--- config.mk ---
export PLATFORM = sky130hd
export DESIGN_NAME = command_line_tokenizer
export DESIGN_NICKNAME = d
export VERILOG_FILES = /design/src/clt_pkg.sv /design/src/clt_ram.sv /design/src/clt_dp.sv /design/src/clt_ctrl.sv /design/src/command_line_tokenizer.sv
export VERILOG_INCLUDE_DIRS = /design/src /design/src/src
export SDC_FILE = /design/constraint.sdc
export NUM_CORES = 1
export LEC_CHECK = 0
export BUFFER_PORTS_ARGS = -buffer_cell sky130_fd_sc_hd__buf_2
export CORE_UTILIZATION = 37
export DETAILED_ROUTE_END_ITERATION = 8
export PLACE_DENSITY = 0.51
export SLEW_MARGIN = 40
export SYNTH_ARGS = -nofsm -noshare
export SYNTH_HDL_FRONTEND = slang
export SYNTH_HIERARCHICAL = 1
export SYNTH_SLANG_ARGS = --single-unit
--- constraint.sdc ---
create_clock -name clk -period 11.4 [get_ports clk]
set_input_delay 0 -clock clk [delete_from_list [all_inputs] [get_ports clk]]
set_output_delay 0 -clock clk [all_outputs]
set_load 0.1 [all_outputs]
--- src/command_line_tokenizer_macros.svh ---
// assertion macros shared by the tokenizer modules
`ifndef COMMAND_LINE_TOKENIZER_MACROS_SVH
`define COMMAND_LINE_TOKENIZER_MACROS_SVH

// same-cycle implication, checked on clk with reset masked
`define CLT_ASSERT_IMPLY(lbl, ante, cons, msg) \
  lbl: assert property (@(posedge clk) disable iff (!rst_n) (ante) |-> (cons)) \
    else $error(msg);

// next-cycle implication
`define CLT_ASSERT_NEXT(lbl, ante, cons, msg) \
  lbl: assert property (@(posedge clk) disable iff (!rst_n) (ante) |=> (cons)) \
    else $error(msg);

`endif

--- src/clt_pkg.sv ---
// shared types, character codes and classifiers for the tokenizer
`default_nettype none
package clt_pkg;

  localparam int LEXEME_BYTES_DEF = 32;

  typedef enum logic [3:0] {
    KIND_END     = 4'd0,
    KIND_NEWLINE = 4'd1,
    KIND_GT      = 4'd2,
    KIND_GTGT    = 4'd3,
    KIND_PUNCT   = 4'd4,
    KIND_SYMBOL  = 4'd5,
    KIND_NUMBER  = 4'd6,
    KIND_STRING  = 4'd7,
    KIND_INVALID = 4'd8
  } kind_t;

  typedef enum logic [1:0] {
    SERR_NONE    = 2'd0,
    SERR_NEWLINE = 2'd1,
    SERR_EOF     = 2'd2
  } serr_t;

  localparam logic [7:0] CH_NL    = 8'h0A;
  localparam logic [7:0] CH_BSL   = 8'h5C;
  localparam logic [7:0] CH_HASH  = 8'h23;
  localparam logic [7:0] CH_GT    = 8'h3E;
  localparam logic [7:0] CH_DASH  = 8'h2D;
  localparam logic [7:0] CH_DOT   = 8'h2E;
  localparam logic [7:0] CH_DQ    = 8'h22;
  localparam logic [7:0] CH_SQ    = 8'h27;
  localparam logic [7:0] CH_B     = 8'h62;
  localparam logic [7:0] CH_N     = 8'h6E;
  localparam logic [7:0] CH_R     = 8'h72;
  localparam logic [7:0] CH_T     = 8'h74;
  localparam logic [7:0] CH_BS    = 8'h08;
  localparam logic [7:0] CH_CR    = 8'h0D;
  localparam logic [7:0] CH_TAB   = 8'h09;

  // command from controller to datapath
  typedef struct packed {
    logic load;      // latch the incoming request
    logic scan;      // one scan action on the current character
    logic sel_bs;    // scan a backslash instead of the latched character
    logic fin;       // close the token in progress at end of input
    logic fin_end;   // emit the end token
    logic rd_first;  // start reading the lexeme
    logic rd_next;   // advance to the next lexeme byte
  } cmd_t;

  // status from datapath to controller
  typedef struct packed {
    logic consumed;  // scan action used up its character
    logic emit;      // a token is ready to go out
    logic last;      // current output byte is the final one
  } sts_t;

  function automatic logic is_alpha(input logic [7:0] c);
    return (c >= 8'h61 && c <= 8'h7A) || (c >= 8'h41 && c <= 8'h5A);
  endfunction

  function automatic logic is_digit(input logic [7:0] c);
    return c >= 8'h30 && c <= 8'h39;
  endfunction

  function automatic logic is_octal(input logic [7:0] c);
    return c >= 8'h30 && c <= 8'h37;
  endfunction

  // space tab vt ff cr
  function automatic logic is_space(input logic [7:0] c);
    return c inside {8'h20, 8'h09, 8'h0B, 8'h0C, 8'h0D};
  endfunction

  // | . ( ) [ ] { } : , =
  function automatic logic is_punct(input logic [7:0] c);
    return c inside {8'h7C, 8'h2E, 8'h28, 8'h29, 8'h5B, 8'h5D, 8'h7B, 8'h7D,
                     8'h3A, 8'h2C, 8'h3D};
  endfunction

  // _ $ / * ?
  function automatic logic is_sym_first(input logic [7:0] c);
    return is_alpha(c) || (c inside {8'h5F, 8'h24, 8'h2F, 8'h2A, 8'h3F});
  endfunction

  function automatic logic is_sym_more(input logic [7:0] c);
    return is_sym_first(c) || is_digit(c) || (c == CH_DASH);
  endfunction

  // digits and + - . e E
  function automatic logic is_num_more(input logic [7:0] c);
    return is_digit(c) || (c inside {8'h2B, 8'h2D, 8'h2E, 8'h65, 8'h45});
  endfunction

endpackage
`default_nettype wire

--- src/clt_ram.sv ---
// generic single-write, registered-read RAM
`default_nettype none
module clt_ram #(
  parameter int WIDTH = 8,
  parameter int DEPTH = 32,
  localparam int AW = $clog2(DEPTH)
) (
  input  wire logic             clk,
  input  wire logic             we,
  input  wire logic [AW-1:0]    waddr,
  input  wire logic [WIDTH-1:0] wdata,
  input  wire logic             re,
  input  wire logic [AW-1:0]    raddr,
  output logic      [WIDTH-1:0] rdata
);

  logic [WIDTH-1:0] mem [DEPTH];

  always_ff @(posedge clk) begin
    if (we) begin
      mem[waddr] <= wdata;
    end
    if (re) begin
      rdata <= mem[raddr];
    end
  end

endmodule
`default_nettype wire

--- src/clt_dp.sv ---
// tokenizer datapath: scan phase, lexeme buffer and token output
`default_nettype none
`include "command_line_tokenizer_macros.svh"
module clt_dp #(
  parameter int LEXEME_BYTES = clt_pkg::LEXEME_BYTES_DEF
) (
  input  wire logic         clk,
  input  wire logic         rst_n,
  input  wire logic [7:0]   in_char_in,
  input  wire logic         in_skip_newlines,
  input  wire clt_pkg::cmd_t cmd,
  output clt_pkg::sts_t     sts,
  output logic [3:0]        out_token_kind,
  output logic [7:0]        out_lexeme_byte,
  output logic              out_lexeme_empty,
  output logic              out_last_byte,
  output logic              out_was_truncated,
  output logic [1:0]        out_string_error
);
  import clt_pkg::*;

  localparam int LW = $clog2(LEXEME_BYTES);
  localparam logic [LW-1:0] LEN_MAX = LW'(LEXEME_BYTES - 1);
  localparam logic [LW-1:0] GTGT_LEN = LW'((LEXEME_BYTES > 2) ? 2 : 1);
  localparam logic GTGT_TRUNC = (LEXEME_BYTES <= 2);

  typedef enum logic [8:0] {
    PH_IDLE    = 9'b000000001,
    PH_COMMENT = 9'b000000010,
    PH_GT      = 9'b000000100,
    PH_DASH    = 9'b000001000,
    PH_SYM     = 9'b000010000,
    PH_NUM     = 9'b000100000,
    PH_STR     = 9'b001000000,
    PH_ESC     = 9'b010000000,
    PH_OCT     = 9'b100000000
  } phase_t;

  phase_t          phase_r, phase_nxt;
  logic [LW-1:0]   len_r;
  logic            ovf_r;
  logic [7:0]      quote_r, quote_nxt;
  logic [8:0]      oct_r, oct_nxt, oct_sum;
  logic [1:0]      dig_r, dig_nxt;
  logic [7:0]      char_r;
  logic            skip_r;

  logic [7:0]      cur;
  logic            app, app_ok, emit, consumed, direct;
  logic [7:0]      abyte, dbyte;
  logic [LW-1:0]   dlen, len_post;
  logic            dtrunc, ovf_post;
  kind_t           kind;
  serr_t           err;

  kind_t           em_kind_r;
  serr_t           em_err_r;
  logic [LW-1:0]   em_len_r;
  logic            em_trunc_r, em_direct_r;
  logic [7:0]      em_byte_r;
  logic [LW-1:0]   idx_r;

  logic            re;
  logic [LW-1:0]   raddr;
  logic [7:0]      rdata;

  assign cur     = cmd.sel_bs ? CH_BSL : char_r;
  assign oct_sum = {oct_r[5:0], 3'b000} + {6'b0, cur[2:0]};

  always_comb begin
    phase_nxt = phase_r;
    quote_nxt = quote_r;
    oct_nxt   = oct_r;
    dig_nxt   = dig_r;
    app       = 1'b0;
    abyte     = cur;
    emit      = 1'b0;
    direct    = 1'b0;
    dbyte     = cur;
    dlen      = LW'(1);
    dtrunc    = 1'b0;
    kind      = KIND_END;
    err       = SERR_NONE;
    consumed  = 1'b1;
    if (cmd.scan) begin
      case (phase_r)
        PH_COMMENT: begin
          if (cur == CH_NL) begin
            phase_nxt = PH_IDLE;
            consumed  = 1'b0;
          end
        end
        PH_GT: begin
          emit      = 1'b1;
          direct    = 1'b1;
          dbyte     = CH_GT;
          phase_nxt = PH_IDLE;
          if (cur == CH_GT) begin
            kind   = KIND_GTGT;
            dlen   = GTGT_LEN;
            dtrunc = GTGT_TRUNC;
          end else begin
            kind     = KIND_GT;
            consumed = 1'b0;
          end
        end
        PH_DASH: begin
          if (cur == CH_DOT || is_digit(cur)) begin
            app       = 1'b1;
            phase_nxt = PH_NUM;
          end else if (is_sym_more(cur)) begin
            app       = 1'b1;
            phase_nxt = PH_SYM;
          end else begin
            emit      = 1'b1;
            kind      = KIND_SYMBOL;
            phase_nxt = PH_IDLE;
            consumed  = 1'b0;
          end
        end
        PH_SYM: begin
          if (is_sym_more(cur)) begin
            app = 1'b1;
          end else begin
            emit      = 1'b1;
            kind      = KIND_SYMBOL;
            phase_nxt = PH_IDLE;
            consumed  = 1'b0;
          end
        end
        PH_NUM: begin
          if (is_num_more(cur)) begin
            app = 1'b1;
          end else begin
            emit      = 1'b1;
            kind      = KIND_NUMBER;
            phase_nxt = PH_IDLE;
            consumed  = 1'b0;
          end
        end
        PH_STR: begin
          if (cur == quote_r) begin
            emit      = 1'b1;
            kind      = KIND_STRING;
            phase_nxt = PH_IDLE;
          end else if (cur == CH_NL) begin
            emit      = 1'b1;
            kind      = KIND_STRING;
            err       = SERR_NEWLINE;
            phase_nxt = PH_IDLE;
            consumed  = 1'b0;
          end else if (cur == CH_BSL) begin
            phase_nxt = PH_ESC;
          end else begin
            app = 1'b1;
          end
        end
        PH_ESC: begin
          phase_nxt = PH_STR;
          if (is_octal(cur)) begin
            oct_nxt   = 9'(cur[2:0]);
            dig_nxt   = 2'd1;
            phase_nxt = PH_OCT;
          end else begin
            app = 1'b1;
            case (cur)
              CH_B:    abyte = CH_BS;
              CH_N:    abyte = CH_NL;
              CH_R:    abyte = CH_CR;
              CH_T:    abyte = CH_TAB;
              default: abyte = cur;
            endcase
          end
        end
        PH_OCT: begin
          if (is_octal(cur)) begin
            oct_nxt = oct_sum;
            dig_nxt = dig_r + 2'd1;
            if (dig_r == 2'd2) begin
              app       = 1'b1;
              abyte     = oct_sum[7:0];
              phase_nxt = PH_STR;
            end
          end else begin
            app       = 1'b1;
            abyte     = oct_r[7:0];
            phase_nxt = PH_STR;
            consumed  = 1'b0;
          end
        end
        default: begin
          // between tokens: length is already zero here
          if (cur == CH_NL) begin
            if (!skip_r) begin
              emit   = 1'b1;
              direct = 1'b1;
              kind   = KIND_NEWLINE;
            end
          end else if (is_space(cur)) begin
            phase_nxt = PH_IDLE;
          end else if (cur == CH_HASH) begin
            phase_nxt = PH_COMMENT;
          end else if (cur == CH_GT) begin
            phase_nxt = PH_GT;
          end else if (is_punct(cur)) begin
            emit   = 1'b1;
            direct = 1'b1;
            kind   = KIND_PUNCT;
          end else if (is_sym_first(cur)) begin
            app       = 1'b1;
            phase_nxt = PH_SYM;
          end else if (cur == CH_DASH) begin
            app       = 1'b1;
            phase_nxt = PH_DASH;
          end else if (is_digit(cur)) begin
            app       = 1'b1;
            phase_nxt = PH_NUM;
          end else if (cur == CH_DQ || cur == CH_SQ) begin
            quote_nxt = cur;
            phase_nxt = PH_STR;
          end else begin
            emit   = 1'b1;
            direct = 1'b1;
            kind   = KIND_INVALID;
          end
        end
      endcase
    end else if (cmd.fin) begin
      phase_nxt = PH_IDLE;
      case (phase_r)
        PH_GT: begin
          emit   = 1'b1;
          direct = 1'b1;
          dbyte  = CH_GT;
          kind   = KIND_GT;
        end
        PH_DASH, PH_SYM: begin
          emit = 1'b1;
          kind = KIND_SYMBOL;
        end
        PH_NUM: begin
          emit = 1'b1;
          kind = KIND_NUMBER;
        end
        PH_STR: begin
          emit = 1'b1;
          kind = KIND_STRING;
          err  = SERR_EOF;
        end
        PH_ESC: begin
          // escape cut short keeps its backslash
          app   = 1'b1;
          abyte = CH_BSL;
          emit  = 1'b1;
          kind  = KIND_STRING;
          err   = SERR_EOF;
        end
        PH_OCT: begin
          app   = 1'b1;
          abyte = oct_r[7:0];
          emit  = 1'b1;
          kind  = KIND_STRING;
          err   = SERR_EOF;
        end
        default: begin
          emit = 1'b0;
        end
      endcase
    end else if (cmd.fin_end) begin
      emit   = 1'b1;
      direct = 1'b1;
      dlen   = '0;
      kind   = KIND_END;
    end
  end

  assign app_ok   = app && (len_r < LEN_MAX);
  assign len_post = len_r + LW'(app_ok);
  assign ovf_post = ovf_r | (app & ~app_ok);

  assign sts.consumed = consumed;
  assign sts.emit     = emit;
  assign sts.last     = (em_len_r == '0) || (idx_r == em_len_r - LW'(1));

  always_ff @(posedge clk) begin
    if (!rst_n) begin
      phase_r <= PH_IDLE;
      len_r   <= '0;
      ovf_r   <= 1'b0;
      quote_r <= '0;
      oct_r   <= '0;
      dig_r   <= '0;
    end else if (cmd.scan || cmd.fin || cmd.fin_end) begin
      phase_r <= phase_nxt;
      quote_r <= quote_nxt;
      oct_r   <= oct_nxt;
      dig_r   <= dig_nxt;
      len_r   <= emit ? '0 : len_post;
      ovf_r   <= emit ? 1'b0 : ovf_post;
    end
  end

  always_ff @(posedge clk) begin
    if (cmd.load) begin
      char_r <= in_char_in;
      skip_r <= in_skip_newlines;
    end
    if ((cmd.scan || cmd.fin || cmd.fin_end) && emit) begin
      em_kind_r   <= kind;
      em_err_r    <= err;
      em_direct_r <= direct;
      em_byte_r   <= dbyte;
      em_len_r    <= direct ? dlen : len_post;
      em_trunc_r  <= direct ? dtrunc : ovf_post;
    end
    if (cmd.rd_first) begin
      idx_r <= '0;
    end else if (cmd.rd_next) begin
      idx_r <= idx_r + LW'(1);
    end
  end

  assign re    = cmd.rd_first | cmd.rd_next;
  assign raddr = cmd.rd_first ? '0 : idx_r + LW'(1);

  clt_ram #(
    .WIDTH (8),
    .DEPTH (LEXEME_BYTES)
  ) u_lexeme_ram (
    .clk   (clk),
    .we    (app_ok),
    .waddr (len_r),
    .wdata (abyte),
    .re    (re),
    .raddr (raddr),
    .rdata (rdata)
  );

  assign out_token_kind    = em_kind_r;
  assign out_string_error  = em_err_r;
  assign out_lexeme_empty  = (em_len_r == '0);
  assign out_last_byte     = sts.last;
  assign out_was_truncated = em_trunc_r;
  assign out_lexeme_byte   = (em_len_r == '0) ? 8'h00 : (em_direct_r ? em_byte_r : rdata);

  `CLT_ASSERT_IMPLY(a_idle_len_clear, phase_r == PH_IDLE, len_r == '0 && !ovf_r,
    "lexeme length left over between tokens")
  `CLT_ASSERT_IMPLY(a_no_write_on_read, cmd.rd_next || cmd.rd_first, !app_ok,
    "lexeme buffer written while being read out")

endmodule
`default_nettype wire

--- src/clt_ctrl.sv ---
// tokenizer controller: request decode, scan sequencing and output handshake
`default_nettype none
`include "command_line_tokenizer_macros.svh"
module clt_ctrl (
  input  wire logic          clk,
  input  wire logic          rst_n,
  input  wire logic          in_valid,
  output logic               in_stall,
  input  wire logic [7:0]    in_char_in,
  input  wire logic          in_end_in,
  output logic               out_valid,
  input  wire logic          out_stall,
  output clt_pkg::cmd_t      cmd,
  input  wire clt_pkg::sts_t sts
);
  import clt_pkg::*;

  typedef enum logic [5:0] {
    S_IDLE = 6'b000001,
    S_SCAN = 6'b000010,
    S_FIN  = 6'b000100,
    S_END  = 6'b001000,
    S_ERD  = 6'b010000,
    S_SHOW = 6'b100000
  } state_t;

  state_t state_r, state_nxt;
  logic   bs_r, bs_nxt;
  logic   q_bs_r, q_bs_nxt;
  logic   q_c_r, q_c_nxt;
  logic   q_fin_r, q_fin_nxt;
  logic   q_end_r, q_end_nxt;

  // pick the next piece of pending work
  function automatic state_t pick(input logic qb, input logic qc, input logic qf,
                                  input logic qe);
    state_t s;
    if (qb || qc) s = S_SCAN;
    else if (qf)  s = S_FIN;
    else if (qe)  s = S_END;
    else          s = S_IDLE;
    return s;
  endfunction

  assign in_stall  = (state_r != S_IDLE);
  assign out_valid = (state_r == S_SHOW);

  always_comb begin
    state_nxt = state_r;
    bs_nxt    = bs_r;
    q_bs_nxt  = q_bs_r;
    q_c_nxt   = q_c_r;
    q_fin_nxt = q_fin_r;
    q_end_nxt = q_end_r;
    cmd       = '0;
    case (state_r)
      S_IDLE: begin
        if (in_valid) begin
          cmd.load = 1'b1;
          if (in_end_in) begin
            q_bs_nxt  = bs_r;
            q_fin_nxt = 1'b1;
            bs_nxt    = 1'b0;
          end else if (bs_r) begin
            // backslash-newline vanishes, otherwise the backslash is real
            bs_nxt   = (in_char_in == CH_BSL);
            q_bs_nxt = (in_char_in != CH_NL);
            q_c_nxt  = (in_char_in != CH_NL) && (in_char_in != CH_BSL);
          end else if (in_char_in == CH_BSL) begin
            bs_nxt = 1'b1;
          end else begin
            q_c_nxt = 1'b1;
          end
          state_nxt = pick(q_bs_nxt, q_c_nxt, q_fin_nxt, q_end_nxt);
        end
      end
      S_SCAN: begin
        cmd.scan   = 1'b1;
        cmd.sel_bs = q_bs_r;
        if (sts.consumed) begin
          if (q_bs_r) q_bs_nxt = 1'b0;
          else        q_c_nxt  = 1'b0;
        end
        state_nxt = sts.emit ? S_ERD : pick(q_bs_nxt, q_c_nxt, q_fin_nxt, q_end_nxt);
      end
      S_FIN: begin
        cmd.fin   = 1'b1;
        q_fin_nxt = 1'b0;
        q_end_nxt = 1'b1;
        state_nxt = sts.emit ? S_ERD : S_END;
      end
      S_END: begin
        cmd.fin_end = 1'b1;
        q_end_nxt   = 1'b0;
        state_nxt   = S_ERD;
      end
      S_ERD: begin
        cmd.rd_first = 1'b1;
        state_nxt    = S_SHOW;
      end
      S_SHOW: begin
        if (!out_stall) begin
          if (sts.last) begin
            state_nxt = pick(q_bs_r, q_c_r, q_fin_r, q_end_r);
          end else begin
            cmd.rd_next = 1'b1;
          end
        end
      end
      default: begin
        state_nxt = S_IDLE;
      end
    endcase
  end

  always_ff @(posedge clk) begin
    if (!rst_n) begin
      state_r <= S_IDLE;
      bs_r    <= 1'b0;
      q_bs_r  <= 1'b0;
      q_c_r   <= 1'b0;
      q_fin_r <= 1'b0;
      q_end_r <= 1'b0;
    end else begin
      state_r <= state_nxt;
      bs_r    <= bs_nxt;
      q_bs_r  <= q_bs_nxt;
      q_c_r   <= q_c_nxt;
      q_fin_r <= q_fin_nxt;
      q_end_r <= q_end_nxt;
    end
  end

  `CLT_ASSERT_IMPLY(a_idle_no_work, state_r == S_IDLE,
    !(q_bs_r || q_c_r || q_fin_r || q_end_r), "work pending while idle")
  `CLT_ASSERT_NEXT(a_show_holds, state_r == S_SHOW && out_stall, state_r == S_SHOW,
    "result dropped while stalled")
  `CLT_ASSERT_IMPLY(a_end_after_fin, state_r == S_FIN, !q_bs_r && !q_c_r,
    "end of input handled before pending characters")

endmodule
`default_nettype wire

--- src/command_line_tokenizer.sv ---
// top level of the command line tokenizer
// Takes one character (or an end-of-input mark) per request and produces one result per
// lexeme byte when a token completes; an empty lexeme (end token) gives a single result.
// A request is taken while idle and then scanned; a character that closes a token is
// scanned again after the token goes out, and a backslash that turns out to be real adds
// a scan of its own. Each token starts a read of the lexeme memory and then reads its
// bytes out in order through the single read port; output stalls hold the readout.
// Lexemes keep at most LEXEME_BYTES-1 bytes and flag the rest as truncated. New requests
// are held off until all results of the current one have been taken.
`default_nettype none
module command_line_tokenizer #(
  parameter int LEXEME_BYTES = clt_pkg::LEXEME_BYTES_DEF
) (
  input  wire logic       clk,
  input  wire logic       rst_n,
  input  wire logic       in_valid,
  output logic            in_stall,
  input  wire logic [7:0] in_char_in,
  input  wire logic       in_end_in,
  input  wire logic       in_skip_newlines,
  output logic            out_valid,
  input  wire logic       out_stall,
  output logic [3:0]      out_token_kind,
  output logic [7:0]      out_lexeme_byte,
  output logic            out_lexeme_empty,
  output logic            out_last_byte,
  output logic            out_was_truncated,
  output logic [1:0]      out_string_error
);
  import clt_pkg::*;

  cmd_t cmd;
  sts_t sts;

  clt_ctrl u_ctrl (
    .clk        (clk),
    .rst_n      (rst_n),
    .in_valid   (in_valid),
    .in_stall   (in_stall),
    .in_char_in (in_char_in),
    .in_end_in  (in_end_in),
    .out_valid  (out_valid),
    .out_stall  (out_stall),
    .cmd        (cmd),
    .sts        (sts)
  );

  clt_dp #(
    .LEXEME_BYTES (LEXEME_BYTES)
  ) u_dp (
    .clk               (clk),
    .rst_n             (rst_n),
    .in_char_in        (in_char_in),
    .in_skip_newlines  (in_skip_newlines),
    .cmd               (cmd),
    .sts               (sts),
    .out_token_kind    (out_token_kind),
    .out_lexeme_byte   (out_lexeme_byte),
    .out_lexeme_empty  (out_lexeme_empty),
    .out_last_byte     (out_last_byte),
    .out_was_truncated (out_was_truncated),
    .out_string_error  (out_string_error)
  );

endmodule
`default_nettype wire

After elaboration in Yosys (flattened, before gate mapping)
Memory sizes are Yosys's and may differ from the RTL's. A register that Yosys moved wholly into a read port is not among the register bits.
Index checks and enable logic that the tools add are counted.

storage, ports and cells
  output and inout port bits = 19
  memories = 1
  flip-flop bits (word level) = 79
  bits in latches = 0
  word-level logic and storage cells = 341
  memory bits (read-only) = 0
  input port bits = 14
  memory bits (writable) = 256

memories
  name                   words  bits a word  rd ports  clocked after memory_dff  write ports  RTL line       source
  u_dp.u_lexeme_ram.mem  32     8            1         1                         1            clt_ram.sv:17  logic [WIDTH-1:0] mem [DEPTH];

cells by class
  multiplexer cells = 179
  bitwise logic cells = 13
  $add $sub $neg = 5
  eq/ne operators = 69
  shift-type cells = 0
  order comparisons = 8
  multipliers = 0
  reduce and logical (&&, ||, !) cells = 45
  divide/modulo/power cells = 0

operators by type and width
  cell                                                               number
  2-to-1 mux 9 bit                                                   21
  == test 8 x 6 -> 1 bit, second input constant                      17
  == test 8 x 7 -> 1 bit, second input constant                      14
  2-to-1 mux 8 bit                                                   13
  2-to-1 mux 1 bit                                                   85
  one-hot mux 9 bit (8 select lines)                                 1
  2-to-1 mux 6 bit                                                   9
  2-to-1 mux 4 bit                                                   13
  one-hot mux 8 bit (2 select lines)                                 3
  == test 8 x 4 -> 1 bit, second input constant                      5
  2-to-1 mux 5 bit                                                   8
  one-hot mux 6 bit (6 select lines)                                 1
  one-hot mux 8 bit (4 select lines)                                 1
  one-hot mux 4 bit (6 select lines)                                 1
  2-to-1 mux 2 bit                                                   9
  greater-or-equal comparator 8 x 7 -> 1 bit, second input constant  2
  less-or-equal comparator 8 x 6 -> 1 bit, second input constant     2
  less-or-equal comparator 8 x 7 -> 1 bit, second input constant     2
  != test 16 bit, second input constant                              1
  nonzero test 5 bit                                                 3
  one-hot mux 1 bit (7 select lines)                                 2
  OR reduction 7 bit                                                 2
  logical OR 1 bit                                                   13
  != test 13 bit, second input constant                              1
  other kinds (53)                                                   90

Depth between registers and ports, before layout
Gate-level depths: netlist of run 1.

  depth after elaboration = 20
  gate-level depth with buffers = 20
  gate-level depth less buffers = 18

Modules after synthesis
Netlist of run 1, hierarchy kept.

modules (own cells, without submodules)
  module    cells each  seq. area each (µm²)  area each (µm²)  instances
  clt_ram   417         7927.6                10133.5          1
  clt_dp    593         1661.6                4926.0           1
  clt_ctrl  100         220.2                 805.8            1

Worst setup path after synthesis of run 1
Ideal clock, no wire load.

  kind = flip-flop to flip-flop
  start point = register u_ctrl.state_r[2]
  end point = memory u_dp.u_lexeme_ram.mem[28][0] (enable)
  stages on the path, launching flop included = 17
  buffers on the path = 3
  library setup time = 370 ps
  arrival = 4324 ps
  data required time = 11030 ps
  period minus slack after synthesis = 4694 ps
  slack = 6706 ps
  cells stage by stage = dfxtp_1 -> or4_4 -> nor3b_1 -> and2_1 -> buf_2 -> or3_1 -> nor2_1 -> and3_1 -> buf_2 -> a311o_1 -> nor3_1 -> o31ai_1 -> nor2b_1 -> a31oi_1 -> or3b_2 -> clkbuf_1 -> nor2_1

RTL lines
  item                    RTL line         source
  start, declared         clt_ctrl.sv:27   state_t state_r, state_nxt;
  start signal, assigned  clt_ctrl.sv:125  state_r <= state_nxt;
  end, declared           clt_ram.sv:17

==> results of run 1 <==
per-stage QoR:
stage          instances  total power [W]  setup slack, ps
6_report            1713          0.00341             5600
3_3_place_gp        1630          0.00221             5790
5_1_grt             1713          0.00354             5280
2_1_floorplan       1110          0.00201             6710
4_1_cts             1713          0.00346             5640
3_5_place_dp        1632          0.00223             5660
per-layer routing:
metal	GRT usage, %	wire [um]	vias up
li1	-	-	4428
met1	26.9	18700	4985
met2	30.5	19500	234
met3	3.17	1920	56
met4	5.96	837	0
met5	0	0	-
how the worst max path moves through the flow:
stage	start	to	slack (ps)	cells past startpoint
2_1_floorplan	u_ctrl/state_r[2]	u_dp/u_lexeme_ram/mem[28][0]	6710	16
4_1_cts	u_ctrl/state_r[2]	u_dp/u_lexeme_ram/mem[10][3]	5640	14
3_3_place_gp	u_ctrl/state_r[2]	u_dp/u_lexeme_ram/mem[10][3]	5790	14
6_report	u_ctrl/state_r[2]	u_dp/u_lexeme_ram/mem[2][1]	5600	14
3_5_place_dp	u_ctrl/state_r[2]	u_dp/u_lexeme_ram/mem[3][1]	5660	14
5_1_grt	u_ctrl/state_r[2]	u_dp/u_lexeme_ram/mem[3][1]	5280	14
cell usage after synthesis, drive strengths merged, types with 5 or more instances:
| cell type | number | area share, % |
|---|---|---|
| a22oi | 5 | 0.32 |
| nor3b | 8 | 0.38 |
| ha | 5 | 0.39 |
| nand4b | 5 | 0.28 |
| nor3 | 24 | 0.91 |
| o22ai | 6 | 0.28 |
| a21oi | 30 | 0.95 |
| or4 | 7 | 0.35 |
| o211ai | 9 | 0.46 |
| o221ai | 6 | 0.37 |
| and3 | 11 | 0.47 |
| nand3 | 30 | 1.0 |
| nand2b | 9 | 0.35 |
| or4b | 6 | 0.43 |
| mux2 | 9 | 0.66 |
| xnor2 | 10 | 0.55 |
| mux2i | 15 | 0.95 |
| nand3b | 9 | 0.43 |
| mux4 | 80 | 11 |
| nand4 | 11 | 0.43 |
| nor4 | 10 | 0.58 |
| o21ai | 33 | 1.1 |
| nor2b | 20 | 0.84 |
| nor2 | 102 | 2.4 |
| or3 | 7 | 0.28 |
| xor2 | 19 | 1.0 |
| a31oi | 8 | 0.35 |
| clkbuf | 29 | 0.69 |
| dfxtp | 49 | 6.2 |
| o32ai | 7 | 0.50 |
| and2 | 8 | 0.32 |
| a21boi | 11 | 0.52 |
| o2bb2ai | 6 | 0.33 |
| o21a | 9 | 0.43 |
| buf | 39 | 1.4 |
| edfxtp | 294 | 56 |
| inv | 23 | 0.54 |
| nand2 | 80 | 1.9 |
worst max-delay path: cells and delay by family (launching register included):
kind                   cells  cell delay [ps]
AO/OA/AOI/OAI              3              900
AND/OR/NAND/NOR            9             3400
flip-flops                 1              350
buffers and inverters      2              730
cell type report:
class | count | area [um^2] | area share [%]
Sequential cell | 343 | 9810 | 54.5
Inverter | 23 | 86.3 | 0.480
Clock buffer | 45 | 998 | 5.55
Tap cell | 539 | 674 | 3.75
Multi-Input combinational cell | 676 | 5710 | 31.8
Timing Repair Buffer | 64 | 468 | 2.60
Clock inverter | 23 | 243 | 1.35
power groups by stage:
stage	Clock (W)	Combinational [W]	Sequential [W]
final	0.00121	0.000774	0.00143
after global routing	0.00129	0.000824	0.00143
after CTS	0.00125	0.000784	0.00143
after detailed placement	0	0.000778	0.00145
after global placement	0	0.000761	0.00145
after floorplan	0	0.000572	0.00144
logic make-up (layout without fill, tap and decap cells):
| kind of cell | after synthesis | after routing |
|---|---|---|
| buffers and inverters | 91 | 155 |
| AND/OR/NAND/NOR | 366 | 366 |
| XOR/XNOR | 29 | 29 |
| adder cells (fa/ha/maj) | 6 | 6 |
| AO/OA/AOI/OAI | 171 | 171 |
| flip-flops | 343 | 343 |
| multiplexers | 104 | 104 |
what timing repair did:
item                                   4_1_cts  5_1_grt
endpoints found under the hold margin       29        0
hold buffers                                13        0
setup endpoints to repair                    0        0
resized for setup                            0        0
state kept, by name (all words and copies together) (netlist names), 4 cells and up:
name	count
u_dp/u_lexeme_ram/mem	256
u_dp/oct_r	8
u_dp/idx_r	5
u_dp/quote_r	8
u_dp/em_byte_r	8
u_dp/phase_r	9
u_ctrl/state_r	6
u_dp/len_r	5
u_dp/em_len_r	5
u_dp/out_token_kind	4
u_dp/u_lexeme_ram/rdata	8
u_dp/char_r	8
==> metrics.md, run 1 <==
| Metric | Value |
|---|---|
| Outcome | `complete, no violations` |
| RSZ-0062 raised after global routing | `no` |
| DR pass1 iterations | `7` |
| Cells after Synth | `between 1,000 and 1,500` |
| CTS Sinks | `between 300 and 400` |
| Fillers | `around 3,800` |
| Clock power share | `roughly 36%` |
| Number of antenna violations at the first check in global routing | `0` |
| CTS H-tree depth | `2` |
| Die Y | `209 um` |
| F_max | `~170 MHz` |
| Slew @ Worst Pin | `roughly 770 ps` |
| Syn Nets | `around 1,100` |
| Largest net degree at the start of global routing | `65` |
| Drt wl/cell | `~24 um` |
| CTS buffer count | `39` |
| Synth Area in Compound Gates | `between 8 and 9%` |
| Root Driver | `clkbuf_16` |
| Largest family of logic cells by synthesized area | `multiplexers` |
| Area Overhead vs Synth | `13.4%` |
| R2r startpoint | `u_ctrl/state_r[2]` |
| Design area | `between 0.015 and 0.02 mm^2` |
| Total number of vias | `roughly 9,700` |
| # setup viols final | `0` |
| R2R setup slack | `between 5000 and 6000 ps` |
| Crit-path cells | `or4_4, nor3b_2, buf_4, and2_1, buf_4, nor2_1, and3_1, a311o_1, nor3_1, o31ai_1, nor2b_1, a31oi_1, nand3b_1, nor2_1` |
| Sequential share of the synthesized area | `61.8%` |
| Max Cap Viol | `0` |
| Tcrit/Tclk final | `about 50%` |
| Starting density of the core | `roughly 38%` |
| Cell Pwr Density | `190 mW/mm^2` |
| Mux cell area share after synthesis | `about 13%` |
| DR vias/cell | `about 5.7` |
| Initial DRC Count | `between 800 and 900` |
| WP data arrival | `between 5000 and 6000 ps` |
| Peak VDD IR | `approximately 110 uV` |
| Startpoint types | `flop` |
| Worst hold start | `in_skip_newlines` |
| Endpoint type of the worst setup path | `flop` |
| Asr flop ratio synth | `0%` |
| Synthesized area per cell | `14.3 um^2` |
| CP peak stage delay | `around 750 ps` |
| Die X | `roughly 210 um` |
| Post-synth EDFFs | `a little under 300` |
| Post-DP Area | `0.0166 mm^2` |
| Skew-Pair Late Insertion Delay | `~560 ps` |
| Clock-pin transition on the worst setup and hold timing paths | `60 ps` |
| Final Critical Period | `between 5000 and 6000 ps` |
| Switching pwr | `0.000931 W` |
| Relative slew slack | `between 40 and 50%` |
| Synth unique cells | `93` |
| GRT Util Overall | `between 10% and 20%` |
| Synthesized area | `roughly 0.016 mm^2` |
| Worst-case reg-to-reg path depth | `14` |
| Final #Nets | `around 1,200` |
| PortBufs | `32` |
| Top_reg_cell synth | `edfxtp_1` |
| Switching share of power | `a little over a quarter` |
| Hold path depth | `2` |
| Worst hold margin | `159 ps` |
| Worst Skew | `about 25 ps` |
| Fin util | `a little over two fifths` |
| Adder-cell area share of the yosys netlist | `less than 1%` |
| Worst Hold Endpoint | `u_dp/skip_r` |
| Class of the worst hold path | `input port to flop` |
| Diodes inserted | `0` |
| Setup Buffers After CTS | `0` |
| Top-level I/O count | `33` |
| First-pass GRT wire length | `62.3 mm` |
| Most common cell after layout, fill and taps aside | `edfxtp_1` |
| RePlAce Congestion | `0.896` |
| Most frequent cells in the layout | `edfxtp_1 (294), nor2_1 (98), mux4_2 (80)` |
| Share of cells above drive strength 1 | `21.3%` |
| DP HPWL | `about 27 mm` |
| Final WL | `approximately 41 mm` |
| Setup CP Type | `flop to flop` |
| Clock Tree Buf Depth | `3` |
| Final Hold Viols | `0` |
| Remaining DRCs | `0` |
| Setup TNS | `0 ps` |
| Vias in the first global route | `a little under 10,000` |
| CP required | `11,590 ps` |
| Xor/xnor share of the synthesized area | `under 10%` |
| Final slew viol count | `0` |
| Logic pwr share | `between 20% and 30%` |
| FP Rows | `75` |
| Seq pwr share | `around two fifths` |
| Internal power | `between 0.002 and 0.0025 W` |
| CP Max Fanout | `44` |
| Yosys warning count | `6` |
| CTS tree | `done` |
| Antenna viol nets, final | `0` |
| Simple-gate share of the synthesized area | `~12%` |
| Slowest CP cell | `nor2_1` |
| Gr ovfl total | `0` |
| Die area | `approximately 0.044 mm^2` |
| Area of the core | `0.0421 mm^2` |
| Leakage | `5.78 nW` |
| Yosys reg bits | `between 300 and 400` |
| R2R Path End | `u_dp/u_lexeme_ram/mem[2][1]` |
No activity file was read; power rests on OpenSTA's default activity.
==> run 2: changes to the inputs <==
ABC_AREA = 1   (was not set)
PLACE_DENSITY = 0.53   (was 0.51)
clock period = 4.7 ns   (was 11.4 ns; I/O delays follow)
==> run 2 against run 1 <==
  * Utilization grew 0.11 points
  * Clock-buffer cell count up 8
  * Critical path depth rose by 9
  * First-iteration DRC count increased by 16%
  * Sequential cell count did not move
  * Setup slack worse by 4900 ps
  * Sequential share of layout area shrank 2.6 points
  * Die area increased by 4.2%
  * Sequential power grew to 2.5 times the previous value
  * Register-to-register slack worse by 4900 ps
  * Fmax is 46% higher
  * Critical path type unchanged
  * Critical endpoint is now u_dp/em_len_r[4]
  * Highest routed layer unchanged
==> metrics.md, run 2 <==
| Metric | Value |
|---|---|
| Setup CP Type | `flop to flop (unchanged)` |
| Final #Nets | `1,890 (was 1,166)` |
| Startpoint types | `flop (unchanged)` |
| CTS H-tree depth | `2 (unchanged)` |
| PortBufs | `32 (unchanged)` |
| Xor/xnor share of the synthesized area | `0.688% (was 1.60%)` |
| CP required | `5110 ps (was 11,590 ps)` |
| Clock power share | `38.2% (was 35.5%)` |
| Yosys top cell area share | `53.4% (was 55.6%)` |
| Max Cap Viol | `0 (unchanged)` |
| Peak VDD IR | `235 uV (was 111 uV)` |
| Relative slew slack | `48.5% (was 48.2%)` |
| Diodes inserted | `0 (unchanged)` |
| Clock Tree Buf Depth | `3 (unchanged)` |
| Switching pwr | `0.00231 W (was 0.000931 W)` |
| Gr ovfl total | `0 (unchanged)` |
| Top cells by count, synth | `nand2_1 (570), edfxtp_1 (294), nand3_1 (265) (was edfxtp_1 (294), nor2_1 (102), mux4_2 (80))` |
| DR vias/cell | `5.11 (was 5.66)` |
| Vias in the first global route | `12,300 (was 9,706)` |
| Die X | `213 um (was 209 um)` |
| Setup crit start | `u_ctrl/state_r[0] (was u_ctrl/state_r[2])` |
| Largest family of logic cells by synthesized area | `simple AND/OR/NAND/NOR gates (was multiplexers)` |
| Cell Pwr Density | `421 mW/mm^2 (was 190 mW/mm^2)` |
| Leakage | `7.48 nW (was 5.78 nW)` |
| Endpoint type of the worst setup path | `flop (unchanged)` |
| Clock-pin transition on the worst setup and hold timing paths | `60 ps (about the same)` |
| Final slew viol count | `0 (unchanged)` |
| Max reg flops | `256 (unchanged)` |
| Synth Area in Compound Gates | `4.64% (was 8.04%)` |
| Area contributors post-synth | `edfxtp_1 (53%), nand2_1 (13%), nand3_1 (8.0%) (was edfxtp_1 (56%), mux4_2 (11%), dfxtp_1 (6.2%))` |
| Share of cells above drive strength 1 | `12.4% (was 21.3%)` |
| Synthesized area | `0.0165 mm^2 (was 0.0159 mm^2)` |
| Remaining DRCs | `0 (unchanged)` |
| Most common cell after layout, fill and taps aside | `nand2_1 (was edfxtp_1)` |
| Most flop-heavy register | `u_dp/u_lexeme_ram/mem (unchanged)` |
| Top-level I/O count | `33 (unchanged)` |
| Mux cell area share after synthesis | `0.544% (was 13.0%)` |
| CTS tree | `done (unchanged)` |
| Die area | `0.0456 mm^2 (was 0.0437 mm^2)` |
| Final WL | `46.2 mm (was 41.0 mm)` |
| CTS buffer count | `39 (unchanged)` |
| Initial DRC Count | `1,024 (was 881)` |
| Yosys warning count | `6 (unchanged)` |
| Most area-hungry cell type in the Yosys netlist | `edfxtp_1 (unchanged)` |
| Seq pwr share | `45.1% (was 41.8%)` |
| Area Overhead vs Synth | `14.2% (was 13.4%)` |
| Adder-cell area share of the yosys netlist | `0.378% (was 0.457%)` |
| FP Rows | `77 (was 75)` |
| Met3 routed WL | `2.10 mm (was 1.92 mm)` |
| Asr flop ratio synth | `0% (unchanged)` |
| Total number of vias | `12,700 (was 9,703)` |
| Slew @ Worst Pin | `772 ps (was 771 ps)` |
| Simple-gate share of the synthesized area | `28.2% (was 12.4%)` |
| DP HPWL | `30.6 mm (was 26.8 mm)` |
| Largest registers | `u_dp/u_lexeme_ram/mem (256), u_dp/phase_r (9) (unchanged)` |
| Switching share of power | `29.0% (was 27.3%)` |
| Class of the worst hold path | `input port to flop (unchanged)` |
| Logic pwr share | `16.7% (was 22.7%)` |
| First-pass GRT wire length | `70.6 mm (was 62.3 mm)` |
| Sequential share of the synthesized area | `59.3% (was 61.8%)` |
| F_max | `252 MHz (was 173 MHz)` |
| Internal power | `0.00565 W (was 0.00248 W)` |
| Syn Nets | `1,810 (was 1,129)` |
| Post-synth EDFFs | `294 (unchanged)` |
| Most frequent cell after synthesis | `nand2_1 (was edfxtp_1)` |
| Tcrit/Tclk final | `84.5% (was 50.8%)` |
| DR pass1 iterations | `5 (was 7)` |
| Final Hold Viols | `0 (unchanged)` |
| Worst hold start | `in_char_in[0] (was in_skip_newlines)` |
| Worst Skew | `28.1 ps (was 25.3 ps)` |
| Met2 wire len | `22.2 mm (was 19.5 mm)` |
| CTS Sinks | `343 (unchanged)` |
| Post-DP Area | `0.0175 mm^2 (was 0.0166 mm^2)` |
| Outcome | `complete, no violations (unchanged)` |
| Drt wl/cell | `18.5 um (was 23.9 um)` |
| Highest metal used | `met4 (unchanged)` |
| Setup TNS | `0 ps (unchanged)` |
| R2r startpoint | `u_ctrl/state_r[0] (was u_ctrl/state_r[2])` |
| Area of the core | `0.0441 mm^2 (was 0.0421 mm^2)` |
| WP data arrival | `4380 ps (was 5980 ps)` |
| Die Y | `213 um (was 209 um)` |
| Most frequent cells in the layout | `nand2_1 (570), edfxtp_1 (294), nand3_1 (265) (was edfxtp_1 (294), nor2_1 (98), mux4_2 (80))` |
| Largest net degree at the start of global routing | `97 (was 65)` |
| GRT Util Overall | `20.5% (was 19.2%)` |
| # setup viols final | `0 (unchanged)` |
| RSZ-0062 raised after global routing | `no (unchanged)` |
| RePlAce Congestion | `0.939 (was 0.896)` |
| Top_reg_cell synth | `edfxtp_1 (unchanged)` |
| Design area | `0.0189 mm^2 (was 0.0180 mm^2)` |
| Cells after Synth | `1,791 (was 1,110)` |
| Metal-1 WL | `20.6 mm (was 18.7 mm)` |
| Synthesized area per cell | `9.24 um^2 (was 14.3 um^2)` |
| Skew-Pair Late Insertion Delay | `560 ps (about the same)` |
| Root Driver | `clkbuf_16 (unchanged)` |
| Number of antenna violations at the first check in global routing | `0 (unchanged)` |
| Antenna viol nets, final | `0 (unchanged)` |
| Final Critical Period | `3970 ps (was 5800 ps)` |
| Yosys reg bits | `343 (unchanged)` |
| Starting density of the core | `37.5% (was 37.7%)` |
| CP Max Fanout | `14 (was 44)` |
| CTS resizes | `0 (unchanged)` |
| Synth unique cells | `49 (was 93)` |
## run 2: area by class of cell
cell class	instances	area (um^2)
fill	4401	25200
sequential	343	9810
multi-input combinational	1233	5750
clock buffer	53	1060
timing repair buffer	106	757
tap	592	741
inverter	148	559
clock inverter	18	221
## run 2: worst max-delay path, cell delays in order (launching register included)
cell and delay [ps]:
dfxtp_1 450, nor2_2 70, nand3_2 130, nor2_1 50, buf_4 160, inv_2 250
nand2_1 210, nor2_1 180, nand2_1 160, nor2_4 270, inv_2 150, a21oi_1 260
a21oi_1 80, nor2_1 120, nand3_1 80, nand2_1 100, a21oi_1 100, buf_4 160
ha_1 190, ha_1 200, nand3_1 100, xor2_1 200, inv_1 60, nor2_1 100
## run 2: final timing paths
| check | cells after the start | end | slack (ps) |
|---|---|---|---|
| min | 2 | u_dp/char_r[0] | 180 |
| min reg2reg | 2 | u_dp/quote_r[3] | 460 |
| max reg2reg | 23 | u_dp/em_len_r[4] | 730 |
| max | 23 | u_dp/em_len_r[4] | 730 |
## run 2: what timing repair did
item / in CTS / in global routing
hold buffers: 15 / 0
buffers inserted: 0 / 0
endpoints found under the hold margin: 46 / 0
## run 2: cells by family after synthesis
group	count (synthesis)
AO/OA/AOI/OAI	131
XOR/XNOR	13
adder cells (fa/ha/maj)	5
buffers and inverters	215
flip-flops	343
multiplexers	8
AND/OR/NAND/NOR	1076
## run 2: metal layers
layer | GRT usage, % | vias to the layer above
li1 | - | 6209
met1 | 27.4 | 6078
met2 | 34.3 | 365
met3 | 2.65 | 88
met4 | 7.32 | 0
met5 | 0 | -
## run 2: power groups by stage
stage | Sequential, W | Clock, W | Combinational [W]
floorplan | 0.00368 | 0 | 0.000830
global placement | 0.00365 | 0 | 0.00132
detailed placement | 0.00365 | 0 | 0.00132
CTS | 0.00359 | 0.00312 | 0.00133
global route | 0.00359 | 0.00322 | 0.00145
finish | 0.00359 | 0.00304 | 0.00133
## run 2: through the flow
step / util, % / instances / setup WS [ps] / total power (W) / hold WS, ps
after floorplan: - / 1791 / 301 / 0.00451 / 98.9
after detailed placement: 39.6 / 2407 / 771 / 0.00497 / 193
after global placement: 39.5 / 2407 / 842 / 0.00497 / 192
after CTS: 42.8 / 2493 / 738 / 0.00804 / 152
final: 42.8 / 2493 / 727 / 0.00795 / 179
after global routing: 42.8 / 2493 / 361 / 0.00826 / 168
==> run 3: changes to the inputs <==
PLACE_DENSITY = 0.51   (was 0.53)
clock period = 3.8 ns   (was 4.7 ns; I/O delays follow)
==> run 3 against run 2 <==
  * Non-clock buffer count rose by 18
  * Design area is 2.0% higher
  * Total power grew 29%
  * Combinational power is 30% higher
  * Sequential power is 23% higher
  * Via count is 0.26% lower
  * Sequential share of layout area down 1.0 points
  * First-iteration DRC count is 24% higher
  * Fmax rose by 14%
  * Sequential cell count unchanged
  * Clock skew decreased by 8.4 ps
  * Critical endpoint is now u_ctrl/state_r[0]
  * Largest power group unchanged
==> metrics.md, run 3 (same netlist as run 2, synthesis figures left out) <==
| Metric | Value |
|---|---|
| Met2 wire len | `23.1 mm (was 22.2 mm)` |
| Area Overhead vs Synth | `16.4% (was 14.2%)` |
| Metal-1 WL | `20.9 mm (was 20.6 mm)` |
| CTS H-tree depth | `2 (unchanged)` |
| Clock-pin transition on the worst setup and hold timing paths | `60 ps (about the same)` |
| Largest net degree at the start of global routing | `130 (was 97)` |
| Startpoint types | `flop (unchanged)` |
| Final Hold Viols | `0 (unchanged)` |
| Clock Tree Buf Depth | `3 (unchanged)` |
| Max reg flops | `256 (unchanged)` |
| Area of the core | `0.0441 mm^2 (unchanged)` |
| Remaining DRCs | `0 (unchanged)` |
| Initial DRC Count | `1,266 (was 1,024)` |
| DR vias/cell | `5.06 (was 5.11)` |
| Class of the worst hold path | `input port to flop (unchanged)` |
| Setup TNS | `0 ps (unchanged)` |
| Final #Nets | `1,909 (was 1,890)` |
| WP data arrival | `3910 ps (was 4380 ps)` |
| DR pass1 iterations | `5 (unchanged)` |
| Logic pwr share | `17.0% (was 16.7%)` |
| Most frequent cells in the layout | `nand2_1 (569), edfxtp_1 (294), nand3_1 (264) (was nand2_1 (570), edfxtp_1 (294), nand3_1 (265))` |
| Die area | `0.0456 mm^2 (unchanged)` |
| CTS buffer count | `40 (was 39)` |
| Outcome | `complete, no violations (unchanged)` |
| Drt wl/cell | `18.8 um (was 18.5 um)` |
| Total number of vias | `12,700 (about the same)` |
| Relative slew slack | `52.7% (was 48.5%)` |
| Most flop-heavy register | `u_dp/u_lexeme_ram/mem (unchanged)` |
| Fin util | `43.7% (was 42.8%)` |
| Final WL | `47.2 mm (was 46.2 mm)` |
| DP HPWL | `31.5 mm (was 30.6 mm)` |
| Diodes inserted | `0 (unchanged)` |
| Cell Pwr Density | `531 mW/mm^2 (was 421 mW/mm^2)` |
| Number of antenna violations at the first check in global routing | `0 (unchanged)` |
| Switching pwr | `0.00295 W (was 0.00231 W)` |
| # setup viols final | `0 (unchanged)` |
| Root Driver | `clkbuf_16 (unchanged)` |
| CTS Sinks | `343 (unchanged)` |
| Skew-Pair Late Insertion Delay | `560 ps (about the same)` |
| Clock power share | `39.7% (was 38.2%)` |
| CP required | `4230 ps (was 5110 ps)` |
| Vias in the first global route | `12,600 (was 12,300)` |
| First-pass GRT wire length | `72.1 mm (was 70.6 mm)` |
| Starting density of the core | `37.5% (unchanged)` |
| Seq pwr share | `43.4% (was 45.1%)` |
| Internal power | `0.00727 W (was 0.00565 W)` |
| Final Critical Period | `3480 ps (was 3970 ps)` |
| Setup CP Type | `flop to flop (unchanged)` |
| Final slew viol count | `0 (unchanged)` |
| Highest metal used | `met4 (unchanged)` |
| Switching share of power | `28.9% (was 29.0%)` |
| Share of cells above drive strength 1 | `13.6% (was 12.4%)` |
| RePlAce Congestion | `0.928 (was 0.939)` |
| CP Max Fanout | `8 (was 14)` |
| Gr ovfl total | `0 (unchanged)` |
| CTS tree | `done (unchanged)` |
| Largest registers | `u_dp/u_lexeme_ram/mem (256), u_dp/phase_r (9) (unchanged)` |
| Die X | `213 um (unchanged)` |
| RSZ-0062 raised after global routing | `no (unchanged)` |
| Met3 routed WL | `1.80 mm (was 2.10 mm)` |
| FP Rows | `77 (unchanged)` |
| Final Power | `0.0102 W (was 0.00795 W)` |
| Most common cell after layout, fill and taps aside | `nand2_1 (unchanged)` |
| Worst Skew | `19.7 ps (was 28.1 ps)` |
| Top-level I/O count | `33 (unchanged)` |
| Slew @ Worst Pin | `705 ps (was 772 ps)` |
| Endpoint type of the worst setup path | `flop (unchanged)` |
| F_max | `287 MHz (was 252 MHz)` |
| Max Cap Viol | `0 (unchanged)` |
| Die Y | `213 um (unchanged)` |
| Antenna viol nets, final | `0 (unchanged)` |
| PortBufs | `32 (unchanged)` |
| Peak VDD IR | `397 uV (was 235 uV)` |
| Leakage | `7.66 nW (was 7.48 nW)` |
| GRT Util Overall | `21.1% (was 20.5%)` |
| Tcrit/Tclk final | `91.6% (was 84.5%)` |
==> run 3: cell types whose count changed in the layout (fill, tap and decap cells not counted), moves of 3 or more <==
cell,change
clkinv_1,+3
bufinv_16,+3
clkbuf_1,-5
buf_12,+8
clkbuf_8,-3
buf_4,+11
==> run 3: worst max-delay path: stages (launching register included) <==
cell and delay, ps:
dfxtp_1 440, nor2_2 70, nand3_2 70, nor2_1 60
buf_4 160, nor2_2 130, inv_1 120, nor3_1 410
nand2_1 190, buf_4 200, a21oi_1 310, nor2_2 100
nand4_1 120, nand2_1 60, nand2_1 70, nand2_2 170
inv_1 190, nor2_2 60, nand2_1 60, nand2_1 70
a21oi_1 130, nand2_1 60, nand2_1 50, nand2_1 50
==> run 3: timing repair <==
item | 4_1_cts | 5_1_grt
hold endpoints to repair | 45 | 0
setup endpoints to repair | 0 | 259
hold buffers | 15 | 0
buffers inserted | 0 | 0
gates resized for setup | 0 | 6
==> run 3: per-layer routing <==
layer	GRT usage [%]	vias to the layer above
met5	0	-
met4	7.71	0
met3	2.50	90
met2	36.2	298
met1	27.4	6075
li1	-	6244
==> run 3: worst paths after layout <==
path	start	end	slack, ps	cells past startpoint
worst max-delay path	u_ctrl/state_r[0]	u_ctrl/state_r[0]	320	23
worst min-delay path	in_skip_newlines	u_dp/skip_r	190	2
worst max register to register	u_ctrl/state_r[0]	u_ctrl/state_r[0]	320	23
worst min register to register	u_dp/quote_r[3]	u_dp/quote_r[3]	470	2
==> run 3: final cells by class <==
class                      instances  area, um^2
clock buffer                      47        1050
clock inverter                    26         342
fill                            4409       24900
inverter                         148         557
multi-input combinational       1233        5780
sequential                       343        9810
tap                              592         741
timing repair buffer             124         988
==> run 3: metrics by stage <==
stage                     area, um^2  instances  hold slack [ps]  setup WS, ps
final                          19300       2513              189           318
after global routing           19300       2513              175          3.31
after CTS                      19200       2513              168           167
after detailed placement       17700       2425              195           180
after global placement         17700       2425              191           252
after floorplan                16600       1791             98.9           106
==> run 3: power by group through the flow <==
stage          registers, W  clock network, W  logic, W
2_1_floorplan       0.00455                 0   0.00103
3_3_place_gp        0.00451                 0   0.00171
3_5_place_dp        0.00451                 0   0.00172
4_1_cts             0.00443           0.00414   0.00174
5_1_grt             0.00444           0.00427   0.00189
6_report            0.00443           0.00405   0.00173
